===== src/hw/rtl/ebrs_pkg.sv =====
// Package for the event batch receive sequencer.
// Holds status, mode and op codes, window sizing and the window port types.
// No dependencies.
`default_nettype none

package ebrs_pkg;

  localparam int unsigned WIN_DEPTH = 16;
  localparam int unsigned WIN_IDX_W = (WIN_DEPTH > 1) ? $clog2(WIN_DEPTH) : 1;

  localparam int unsigned SEQ_W = 64;

  // Item kinds, carried on tuser
  localparam logic [1:0] OP_BATCH    = 2'd0;
  localparam logic [1:0] OP_BASELINE = 2'd1;
  localparam logic [1:0] OP_SNAPSHOT = 2'd2;
  localparam logic [1:0] OP_SESSION  = 2'd3;

  // Stream modes
  localparam logic [1:0] MODE_AWAIT  = 2'd0;
  localparam logic [1:0] MODE_SYNCED = 2'd1;
  localparam logic [1:0] MODE_SNAP   = 2'd2;

  // Result status codes
  localparam logic [3:0] STAT_APPLIED   = 4'd0;
  localparam logic [3:0] STAT_DUPLICATE = 4'd1;
  localparam logic [3:0] STAT_STALE     = 4'd2;
  localparam logic [3:0] STAT_IDENTITY  = 4'd3;
  localparam logic [3:0] STAT_BAD_ID    = 4'd4;
  localparam logic [3:0] STAT_COUNT     = 4'd5;
  localparam logic [3:0] STAT_SHAPE     = 4'd6;
  localparam logic [3:0] STAT_PRINT     = 4'd7;
  localparam logic [3:0] STAT_SNAPSHOT  = 4'd8;
  localparam logic [3:0] STAT_OVERLAP   = 4'd9;
  localparam logic [3:0] STAT_CONFLICT  = 4'd10;
  localparam logic [3:0] STAT_GAP       = 4'd11;
  localparam logic [3:0] STAT_CONSUMER  = 4'd12;

  // One applied range in the window
  typedef struct packed {
    logic [SEQ_W-1:0] rng_start;
    logic [SEQ_W-1:0] rng_last;
    logic [SEQ_W-1:0] rng_print;
  } win_entry_t;

  // Sequencer to window controls
  typedef struct packed {
    logic                 wr_en;
    logic                 clr;
    logic                 rd_en;
    logic [WIN_IDX_W-1:0] rd_age;   // 0 = newest entry
  } win_ctl_t;

endpackage

`default_nettype wire


===== src/hw/rtl/ebrs_alu.sv =====
// Shared 64-bit compare/add unit of the receive sequencer.
// Depends on ebrs_pkg for the sequence width.
`default_nettype none

module ebrs_alu import ebrs_pkg::*; (
  input  wire logic [SEQ_W-1:0] a_i,
  input  wire logic [SEQ_W-1:0] b_i,
  output logic                  eq_o,
  output logic                  lt_o,
  output logic [SEQ_W-1:0]      sum_o
);

  assign eq_o  = (a_i == b_i);
  assign lt_o  = (a_i < b_i);
  assign sum_o = a_i + b_i;   // wraps modulo 2^64

endmodule

`default_nettype wire


===== src/hw/rtl/ebrs_window.sv =====
// Ring window of applied ranges: entry memory, per-entry valid bits, write pointer.
// Read by age from the newest entry, data registered. Depends on ebrs_pkg.
`default_nettype none

module ebrs_window import ebrs_pkg::*; (
  input  wire logic       clk_i,
  input  wire logic       rst_ni,
  input  wire win_ctl_t   ctl_i,
  input  wire win_entry_t wr_data_i,
  output win_entry_t      rd_data_o,
  output logic            rd_valid_o
);

  win_entry_t               mem_q [WIN_DEPTH];
  logic [WIN_DEPTH-1:0]     valid_q;
  logic [WIN_IDX_W-1:0]     next_q;
  logic [WIN_IDX_W-1:0]     next_inc;
  logic [WIN_IDX_W:0]       slot_sum;
  logic [WIN_IDX_W-1:0]     rd_slot;
  win_entry_t               rd_data_q;
  logic                     rd_valid_q;

  // slot = (next - 1 - age) mod depth, kept positive
  always_comb begin
    slot_sum = {1'b0, next_q} + (WIN_IDX_W+1)'(WIN_DEPTH - 1) - {1'b0, ctl_i.rd_age};
    if (slot_sum >= (WIN_IDX_W+1)'(WIN_DEPTH)) begin
      rd_slot = WIN_IDX_W'(slot_sum - (WIN_IDX_W+1)'(WIN_DEPTH));
    end else begin
      rd_slot = slot_sum[WIN_IDX_W-1:0];
    end
  end

  assign next_inc = (next_q == WIN_IDX_W'(WIN_DEPTH - 1)) ? '0 : next_q + WIN_IDX_W'(1);

  always_ff @(posedge clk_i or negedge rst_ni) begin
    if (!rst_ni) begin
      valid_q    <= '0;
      next_q     <= '0;
      rd_valid_q <= 1'b0;
    end else begin
      if (ctl_i.clr) begin
        valid_q <= '0;
        next_q  <= '0;
      end else if (ctl_i.wr_en) begin
        valid_q[next_q] <= 1'b1;
        next_q          <= next_inc;
      end
      if (ctl_i.rd_en) begin
        rd_valid_q <= valid_q[rd_slot];
      end
    end
  end

  always_ff @(posedge clk_i) begin
    if (ctl_i.wr_en) begin
      mem_q[next_q] <= wr_data_i;
    end
    if (ctl_i.rd_en) begin
      rd_data_q <= mem_q[rd_slot];
    end
  end

  assign rd_data_o  = rd_data_q;
  assign rd_valid_o = rd_valid_q;

endmodule

`default_nettype wire


===== src/hw/rtl/event_batch_receive_sequencer_top.sv =====
// Event batch receive sequencer: top level with the check sequencer,
// config registers and output register. Uses ebrs_pkg, ebrs_alu, ebrs_window.
//
// Usage:
//   Input stream (s_axis_*): one beat per item, kind on tuser (batch header,
//   set baseline, demand snapshot, new session), header fields on tdata.
//   Output stream (m_axis_*): one beat per item with status, deliver flag,
//   stream mode and confirmed sequence after the item.
//   APB port: owner_id at 0x0, max_events at 0x4; write only while idle.
// Timing:
//   One item at a time; tready is high only while the sequencer is idle.
//   Control events go from dispatch straight to the output step. A batch
//   header walks its checks through one shared 64-bit compare/add unit,
//   one check per cycle; a duplicate lookup reads the window newest first,
//   one entry per cycle through the registered window port, up to all 16
//   entries, then compares end and print.
// Reset: mode awaiting baseline, confirmed 0, window empty, owner_id 0,
//   max_events 256. No clearing pass.
// Stall: a result waits in the output register; the sequencer holds in its
//   final step until that register is free, so no beat is lost.
`default_nettype none

module event_batch_receive_sequencer_top import ebrs_pkg::*; (
  input  wire logic         clk_i,
  input  wire logic         rst_ni,
  // Input stream
  input  wire logic         s_axis_tvalid,
  output logic              s_axis_tready,
  // tdata from bit 0: component(32), first_seq(64), last_seq(64),
  // num_events(32), claimed_print(64), computed_print(64), consumer_ok(1),
  // baseline_seq(64), zero pad(7)
  input  wire logic [391:0] s_axis_tdata,
  // tuser: op(2)
  input  wire logic [1:0]   s_axis_tuser,
  // Output stream
  output logic              m_axis_tvalid,
  input  wire logic         m_axis_tready,
  // tdata from bit 0: status(4), deliver(1), stream_mode(2),
  // confirmed_out(64), zero pad(1)
  output logic [71:0]       m_axis_tdata,
  // APB configuration port
  input  wire logic         psel,
  input  wire logic         penable,
  input  wire logic         pwrite,
  input  wire logic [2:0]   paddr,
  input  wire logic [31:0]  pwdata,
  output logic [31:0]       prdata,
  output logic              pready
);

  localparam logic [3:0] ST_IDLE  = 4'd0;
  localparam logic [3:0] ST_DISP  = 4'd1;
  localparam logic [3:0] ST_ID    = 4'd2;
  localparam logic [3:0] ST_CNT   = 4'd3;
  localparam logic [3:0] ST_SUM   = 4'd4;
  localparam logic [3:0] ST_SHAPE = 4'd5;
  localparam logic [3:0] ST_PRINT = 4'd6;
  localparam logic [3:0] ST_SEQ   = 4'd7;
  localparam logic [3:0] ST_OVL   = 4'd8;
  localparam logic [3:0] ST_SCAN  = 4'd9;
  localparam logic [3:0] ST_END   = 4'd10;
  localparam logic [3:0] ST_WPR   = 4'd11;
  localparam logic [3:0] ST_OUT   = 4'd12;

  localparam logic REG_OWNER = 1'b0;
  localparam logic REG_MAX   = 1'b1;

  // Config registers
  logic [31:0] owner_q;
  logic [15:0] max_q;

  // Captured input beat
  logic [1:0]       op_q;
  logic [31:0]      comp_q;
  logic [SEQ_W-1:0] first_q;
  logic [SEQ_W-1:0] last_q;
  logic [31:0]      cnt_q;
  logic [SEQ_W-1:0] claim_q;
  logic [SEQ_W-1:0] cprint_q;
  logic             ok_q;
  logic [SEQ_W-1:0] base_q;

  // Sequencer state
  logic [3:0]           state_q, state_d;
  logic [1:0]           mode_q, mode_d;
  logic [SEQ_W-1:0]     conf_q, conf_d;
  logic [3:0]           status_q, status_d;
  logic                 deliver_q, deliver_d;
  logic [SEQ_W-1:0]     sum_q, sum_d;
  logic [WIN_IDX_W-1:0] age_q, age_d;

  // Output register
  logic        m_valid_q;
  logic [71:0] m_data_q;

  // Shared unit and window
  logic [SEQ_W-1:0] alu_a, alu_b, alu_sum;
  logic             alu_eq, alu_lt;
  win_ctl_t         wctl;
  win_entry_t       wr_entry, rd_entry;
  logic             rd_valid;

  logic in_accept, cfg_wr, out_load;

  assign s_axis_tready = (state_q == ST_IDLE);
  assign in_accept     = s_axis_tvalid && s_axis_tready;
  assign pready        = 1'b1;
  assign cfg_wr        = psel && penable && pwrite && pready;
  assign out_load      = (state_q == ST_OUT) && (!m_valid_q || m_axis_tready);

  always_comb begin
    unique case (paddr[2])
      REG_OWNER: prdata = owner_q;
      REG_MAX:   prdata = {16'd0, max_q};
      default:   prdata = '0;
    endcase
  end

  ebrs_alu u_alu (
    .a_i   (alu_a),
    .b_i   (alu_b),
    .eq_o  (alu_eq),
    .lt_o  (alu_lt),
    .sum_o (alu_sum)
  );

  assign wr_entry = '{rng_start: first_q, rng_last: last_q, rng_print: claim_q};

  ebrs_window u_window (
    .clk_i      (clk_i),
    .rst_ni     (rst_ni),
    .ctl_i      (wctl),
    .wr_data_i  (wr_entry),
    .rd_data_o  (rd_entry),
    .rd_valid_o (rd_valid)
  );

  always_comb begin
    state_d   = state_q;
    mode_d    = mode_q;
    conf_d    = conf_q;
    status_d  = status_q;
    deliver_d = deliver_q;
    sum_d     = sum_q;
    age_d     = age_q;
    wctl      = '0;
    alu_a     = '0;
    alu_b     = '0;
    unique case (state_q)
      ST_IDLE: begin
        if (s_axis_tvalid) begin
          state_d = ST_DISP;
        end
      end
      ST_DISP: begin
        status_d  = STAT_APPLIED;
        deliver_d = 1'b0;
        unique case (op_q)
          OP_BATCH: begin
            state_d = ST_ID;
          end
          OP_BASELINE: begin
            conf_d   = base_q;
            mode_d   = MODE_SYNCED;
            wctl.clr = 1'b1;
            state_d  = ST_OUT;
          end
          OP_SNAPSHOT: begin
            if (mode_q != MODE_AWAIT) begin
              mode_d = MODE_SNAP;
            end
            state_d = ST_OUT;
          end
          OP_SESSION: begin
            conf_d   = '0;
            mode_d   = MODE_AWAIT;
            wctl.clr = 1'b1;
            state_d  = ST_OUT;
          end
          default: state_d = ST_OUT;
        endcase
      end
      ST_ID: begin
        alu_a = {32'd0, comp_q};
        alu_b = {32'd0, owner_q};
        if (!alu_eq) begin
          status_d = STAT_IDENTITY;
          state_d  = ST_OUT;
        end else if (comp_q == 32'd0) begin
          status_d = STAT_BAD_ID;
          state_d  = ST_OUT;
        end else begin
          state_d = ST_CNT;
        end
      end
      ST_CNT: begin
        // max < count
        alu_a = {48'd0, max_q};
        alu_b = {32'd0, cnt_q};
        if (cnt_q == 32'd0 || alu_lt) begin
          status_d = STAT_COUNT;
          state_d  = ST_OUT;
        end else begin
          state_d = ST_SUM;
        end
      end
      ST_SUM: begin
        alu_a   = first_q;
        alu_b   = {32'd0, cnt_q};
        sum_d   = alu_sum;
        state_d = ST_SHAPE;
      end
      ST_SHAPE: begin
        alu_a = last_q;
        alu_b = sum_q;
        if (!alu_eq) begin
          status_d = STAT_SHAPE;
          state_d  = ST_OUT;
        end else begin
          state_d = ST_PRINT;
        end
      end
      ST_PRINT: begin
        alu_a = claim_q;
        alu_b = cprint_q;
        if (!alu_eq) begin
          status_d = STAT_PRINT;
          state_d  = ST_OUT;
        end else if (mode_q != MODE_SYNCED) begin
          status_d = STAT_SNAPSHOT;
          state_d  = ST_OUT;
        end else begin
          state_d = ST_SEQ;
        end
      end
      ST_SEQ: begin
        alu_a = first_q;
        alu_b = conf_q;
        if (alu_eq) begin
          deliver_d = 1'b1;
          state_d   = ST_OUT;
          if (!ok_q) begin
            mode_d   = MODE_SNAP;
            status_d = STAT_CONSUMER;
          end else begin
            conf_d     = last_q;
            wctl.wr_en = 1'b1;
            status_d   = STAT_APPLIED;
          end
        end else if (alu_lt) begin
          state_d = ST_OVL;
        end else begin
          mode_d   = MODE_SNAP;
          status_d = STAT_GAP;
          state_d  = ST_OUT;
        end
      end
      ST_OVL: begin
        // confirmed < last: range straddles the confirmed point
        alu_a = conf_q;
        alu_b = last_q;
        if (alu_lt) begin
          status_d = STAT_OVERLAP;
          state_d  = ST_OUT;
        end else begin
          wctl.rd_en  = 1'b1;
          wctl.rd_age = '0;
          age_d       = '0;
          state_d     = ST_SCAN;
        end
      end
      ST_SCAN: begin
        // newest first; read data for age_q is held while it is compared
        alu_a = rd_entry.rng_start;
        alu_b = first_q;
        if (rd_valid && alu_eq) begin
          state_d = ST_END;
        end else if (age_q == WIN_IDX_W'(WIN_DEPTH - 1)) begin
          status_d = STAT_STALE;
          state_d  = ST_OUT;
        end else begin
          wctl.rd_en  = 1'b1;
          wctl.rd_age = age_q + WIN_IDX_W'(1);
          age_d       = age_q + WIN_IDX_W'(1);
        end
      end
      ST_END: begin
        alu_a = rd_entry.rng_last;
        alu_b = last_q;
        if (alu_eq) begin
          state_d = ST_WPR;
        end else begin
          status_d = STAT_CONFLICT;
          state_d  = ST_OUT;
        end
      end
      ST_WPR: begin
        alu_a    = rd_entry.rng_print;
        alu_b    = claim_q;
        status_d = alu_eq ? STAT_DUPLICATE : STAT_CONFLICT;
        state_d  = ST_OUT;
      end
      ST_OUT: begin
        if (!m_valid_q || m_axis_tready) begin
          state_d = ST_IDLE;
        end
      end
      default: state_d = ST_IDLE;
    endcase
  end

  always_ff @(posedge clk_i or negedge rst_ni) begin
    if (!rst_ni) begin
      state_q   <= ST_IDLE;
      mode_q    <= MODE_AWAIT;
      conf_q    <= '0;
      owner_q   <= '0;
      max_q     <= 16'd256;
      m_valid_q <= 1'b0;
    end else begin
      state_q <= state_d;
      mode_q  <= mode_d;
      conf_q  <= conf_d;
      if (cfg_wr) begin
        unique case (paddr[2])
          REG_OWNER: owner_q <= pwdata;
          REG_MAX:   max_q   <= pwdata[15:0];
          default:   owner_q <= owner_q;
        endcase
      end
      if (out_load) begin
        m_valid_q <= 1'b1;
      end else if (m_axis_tready) begin
        m_valid_q <= 1'b0;
      end
    end
  end

  always_ff @(posedge clk_i) begin
    status_q  <= status_d;
    deliver_q <= deliver_d;
    sum_q     <= sum_d;
    age_q     <= age_d;
    if (in_accept) begin
      op_q     <= s_axis_tuser;
      comp_q   <= s_axis_tdata[31:0];
      first_q  <= s_axis_tdata[95:32];
      last_q   <= s_axis_tdata[159:96];
      cnt_q    <= s_axis_tdata[191:160];
      claim_q  <= s_axis_tdata[255:192];
      cprint_q <= s_axis_tdata[319:256];
      ok_q     <= s_axis_tdata[320];
      base_q   <= s_axis_tdata[384:321];
    end
    if (out_load) begin
      m_data_q <= {1'b0, conf_q, mode_q, deliver_q, status_q};
    end
  end

  assign m_axis_tvalid = m_valid_q;
  assign m_axis_tdata  = m_data_q;

  // One item in flight: after an accept the input side closes
  a_single_item: assert property (@(posedge clk_i) disable iff (!rst_ni)
    in_accept |=> !s_axis_tready)
    else $error("input accepted while an item is in flight");

  // Delivery only for in-order outcomes
  a_deliver_status: assert property (@(posedge clk_i) disable iff (!rst_ni)
    (m_axis_tvalid && m_axis_tdata[4]) |->
      (m_axis_tdata[3:0] == STAT_APPLIED || m_axis_tdata[3:0] == STAT_CONSUMER))
    else $error("deliver set on a non in-order result");

  // Ranges are recorded only from the in-order step while synced
  a_record_synced: assert property (@(posedge clk_i) disable iff (!rst_ni)
    wctl.wr_en |-> (state_q == ST_SEQ && mode_q == MODE_SYNCED))
    else $error("window written outside the in-order step");

  // Mode never leaves its three legal codes
  a_mode_legal: assert property (@(posedge clk_i) disable iff (!rst_ni)
    mode_q == MODE_AWAIT || mode_q == MODE_SYNCED || mode_q == MODE_SNAP)
    else $error("stream mode corrupted");

endmodule

`default_nettype wire


===== config.mk =====
export PLATFORM = sky130hd
export DESIGN_NAME = event_batch_receive_sequencer_top
export DESIGN_NICKNAME = d
export VERILOG_FILES = /design/src/hw/rtl/ebrs_pkg.sv /design/src/hw/rtl/ebrs_alu.sv /design/src/hw/rtl/ebrs_window.sv /design/src/hw/rtl/event_batch_receive_sequencer_top.sv
export SDC_FILE = /design/constraint.sdc
export NUM_CORES = 2
export LEC_CHECK = 0
export ABC_CLOCK_PERIOD_IN_PS = 17340
export BUFFER_PORTS_ARGS = -buffer_cell sky130_fd_sc_hd__clkbuf_2
export CORE_AREA = 4 4 594 596
export DETAILED_ROUTE_END_ITERATION = 10
export DIE_AREA = 0 0 598 600
export GPL_TIMING_DRIVEN = 0
export HOLD_SLACK_MARGIN = 0.05
export PLACE_DENSITY = 0.63
export SLEW_MARGIN = 10
export SYNTH_ARGS = -nofsm -noshare
export SYNTH_HDL_FRONTEND = slang
export SYNTH_SLANG_ARGS = --single-unit

===== constraint.sdc =====
create_clock -name clk_i -period 17.34 [get_ports clk_i]
set_clock_uncertainty 0.15 [all_clocks]
set_input_delay 3.468 -clock clk_i [delete_from_list [all_inputs] [get_ports clk_i]]
set_output_delay 3.468 -clock clk_i [all_outputs]
set_load 0.005 [all_outputs]

==> reports/summary.txt <==
Worst slew pin tran - 1420 ps
Commonest non-fill, non-tap cell in the layout - edfxtp_1
Synth Net Count - 8595
Die height - 600 um
Nets - 9777
Critical R2R Launch - state_q[3]
Post-route design area - 0.183 mm2
Routed via count - 88962
Routed WL per cell - 38.0 um
Fin cells - 14151
Setup Crit Path Kind - register to register
Critical path's most frequent cell - clkbuf_1
GRT overflow - 0
Clock root cell - clkbuf_16
Synthesis-stage register bit count - 3935
Clk buf depth - 4
Num CTS Buffers - 403
Setup-failing EPs final - 0
Die area - 0.359 mm2
Worst-path fanout max - 10
Max cap viols - 0
Drt via density - 6.29
Post-synthesis sequential area ratio - 75.3%
Synthesized area - 0.156 mm2
VDD IR max - 0.0989 mV
Asr flop ratio synth - 3.56%
Post-synth top area cell - edfxtp_1
Initial Util - 44.8%
Post-DP Area - 0.170 mm2
Syn avg cell area - 19.5 um2
Rows - 217
Final RePlAce weighted congestion - 0.968
Main synth FF type - edfxtp_1
Worst R2R Setup Slack - 4170 ps
FF-to-FF End - u_window.rd_data_o[4]
Die Wd - 598 um
Setup ws final - 4170 ps
Initial DRC Count - 13037
Placed instance count - 13393
FF-to-FF path depth - 27
Cell class contributing the biggest share of worst-path delay - buffers and inverters
Post-synth EDFFs - 3795
Filler Cells Inserted - 27380
Fin crit share - 76.0%
Share of layout cells above drive strength 1 - 24.8%
Most frequent cells in the layout - edfxtp_1 (3795), mux4_2 (772), clkbuf_2 (578)
DRT antenna net count - 0
HP Class - register to register
Core area - 0.348 mm2
Slew Limit Headroom - 5.08%
Global Route Usage Sum - 29.6%
Fin. Hold Viols - 0
Max frequency - 0.0759 GHz
RSZ-0062 raised after global routing - no
Synthesis Warnings - 0
H-tree depth - 5
Synth area leaders - edfxtp_1 (73%), mux4_2 (11%), dfrtp_1 (2.2%)
Status - completed
1st-pass router iterations - 9
Vias in the first global route - 87395
Clock slew at reported path FFs - 80 ps
DP HPWL - 399 mm
Worst-skew pair later-pin latency - 1000 ps
CP bufs+invs - 10
I/O Buffers - 530
Worst Path Required - 17830 ps
CTS sink cnt - 3935
Critical path depth - 27
Cts hold-fix bufs - 0
Antenna violations before repair - 34
Largest net degree at the start of global routing - 72
Post_cts resized - 0
I/O Pins - 543
Final core utilization - 52.7%
DRT Wirelength - 537 mm
Crit. End Element - register
Worst hold start - u_window.valid_q[15]
Post-CTS Setup Inserts - 0
Setup tns final - 0 ps
Worst Hold End - u_window.valid_q[15]
First-pass GRT wire length - 728 mm
Synth Instances - 8018
CTS tree - yes
Crit path from - state_q[3]
Hold Path Stages - 2
Area Overhead vs Synth - 17.6%
Leakage power - 60.0 nW
Worst path slowest cell - nor2_1
Residual DRC count - 0
Biggest cell delay along the critical path - 1080 ps
Pre-CTS setup slack - 4540 ps
Netlist cell types - 95
Worst Setup Start Kind - register
Final Max Slew Viols - 0
Synth top area share - 73.1%
Fin crit period - 13170 ps
Cell Pwr Density - 157 mW/mm2
CP arrival - 13660 ps
## report_power, final
part           switching, W  total [W]  internal (W)
Combinational       0.00467    0.00714       0.00247
Clock               0.00373    0.00887       0.00514
Sequential          0.00121     0.0129        0.0117
Total               0.00961     0.0289        0.0193
## tightest hold or removal path: stages, from the launching register on
cell     delay (ps)
dfrtp_1         350
nor2_1           50
nor2_1           70
## per-layer routing
| metal | vias up | track usage (%) | wire length [um] |
|---|---|---|---|
| met5 | - | 0.294 | 261 |
| met4 | 8 | 16.1 | 34800 |
| met3 | 971 | 5.27 | 47600 |
| met2 | 5368 | 45.3 | 245000 |
| met1 | 47199 | 40.7 | 209000 |
| li1 | 35416 | - | - |
## through the flow
| step | power [W] | hold slack (ps) |
|---|---|---|
| finish | 0.0289 | 347 |
| detailed placement | 0.0200 | 333 |
| CTS | 0.0289 | 347 |
| global placement | 0.0200 | 324 |
| floorplan | 0.0166 | 250 |
| global route | 0.0298 | 371 |
## cells in the mapped netlist (101+ instances only)
master / number
nand2_1: 304
ha_1: 139
mux4_2: 772
nor2_1: 139
clkbuf_1: 339
o21ai_0: 101
edfxtp_1: 3795
a22oi_1: 228
inv_1: 129
nor2b_1: 228
a21oi_1: 379
mux2i_1: 207
dfrtp_1: 139
a211oi_1: 222
## worst max path at each step
stage / slack [ps] / to
global route: 4030 / u_window.rd_data_o[4]
finish: 4170 / u_window.rd_data_o[4]
CTS: 4500 / u_window.rd_data_o[4]
global placement: -11200 / u_window.rd_valid_o
detailed placement: 4540 / u_window.rd_data_o[4]
floorplan: 3370 / u_window.rd_valid_o
## final cells by class
type | count | area (um2) | area share, %
clock inverters | 249 | 2860 | 1.56
inverters | 132 | 498 | 0.271
repair buffers | 777 | 7890 | 4.30
clock buffers | 491 | 10700 | 5.82
multi-input cells | 3488 | 36400 | 19.8
diodes | 17 | 42.5 | 0.0232
plain buffers | 463 | 1870 | 1.02
well taps | 4599 | 5750 | 3.14
flip-flops and latches | 3935 | 117000 | 64.0
## flip-flops by register name, indices dropped and copies added, names as in the netlist, 2 cells and up
| name | count |
|---|---|
| first_q | 64 |
| state_q | 4 |
| max_q | 16 |
| u_window.next_q | 4 |
| age_q | 4 |
| u_window.mem_q | 3072 |
| cprint_q | 64 |
| conf_q | 64 |
| sum_q | 64 |
| claim_q | 64 |
| mode_q | 2 |
| op_q | 2 |
| owner_q | 32 |
| comp_q | 32 |
| u_window.rd_data_o | 192 |
| base_q | 64 |
| u_window.valid_q | 16 |
| m_axis_tdata | 71 |
| status_q | 4 |
| last_q | 64 |
| cnt_q | 32 |
## kinds of logic (layout without fill, tap and decap cells)
kind of cell,after synthesis,count (layout),synth area share [%]
adder cells (fa/ha/maj),141,141,1.14
other,2,19,0.00481
XOR/XNOR,68,68,0.387
AND/OR/NAND/NOR,1028,1028,3.47
buffers and inverters,595,2112,1.47
AO/OA/AOI/OAI,1205,1205,5.28
multiplexers,1044,1044,12.9
flip-flops,3935,3935,75.3
Note: power is estimated with default switching activity, not from simulation.
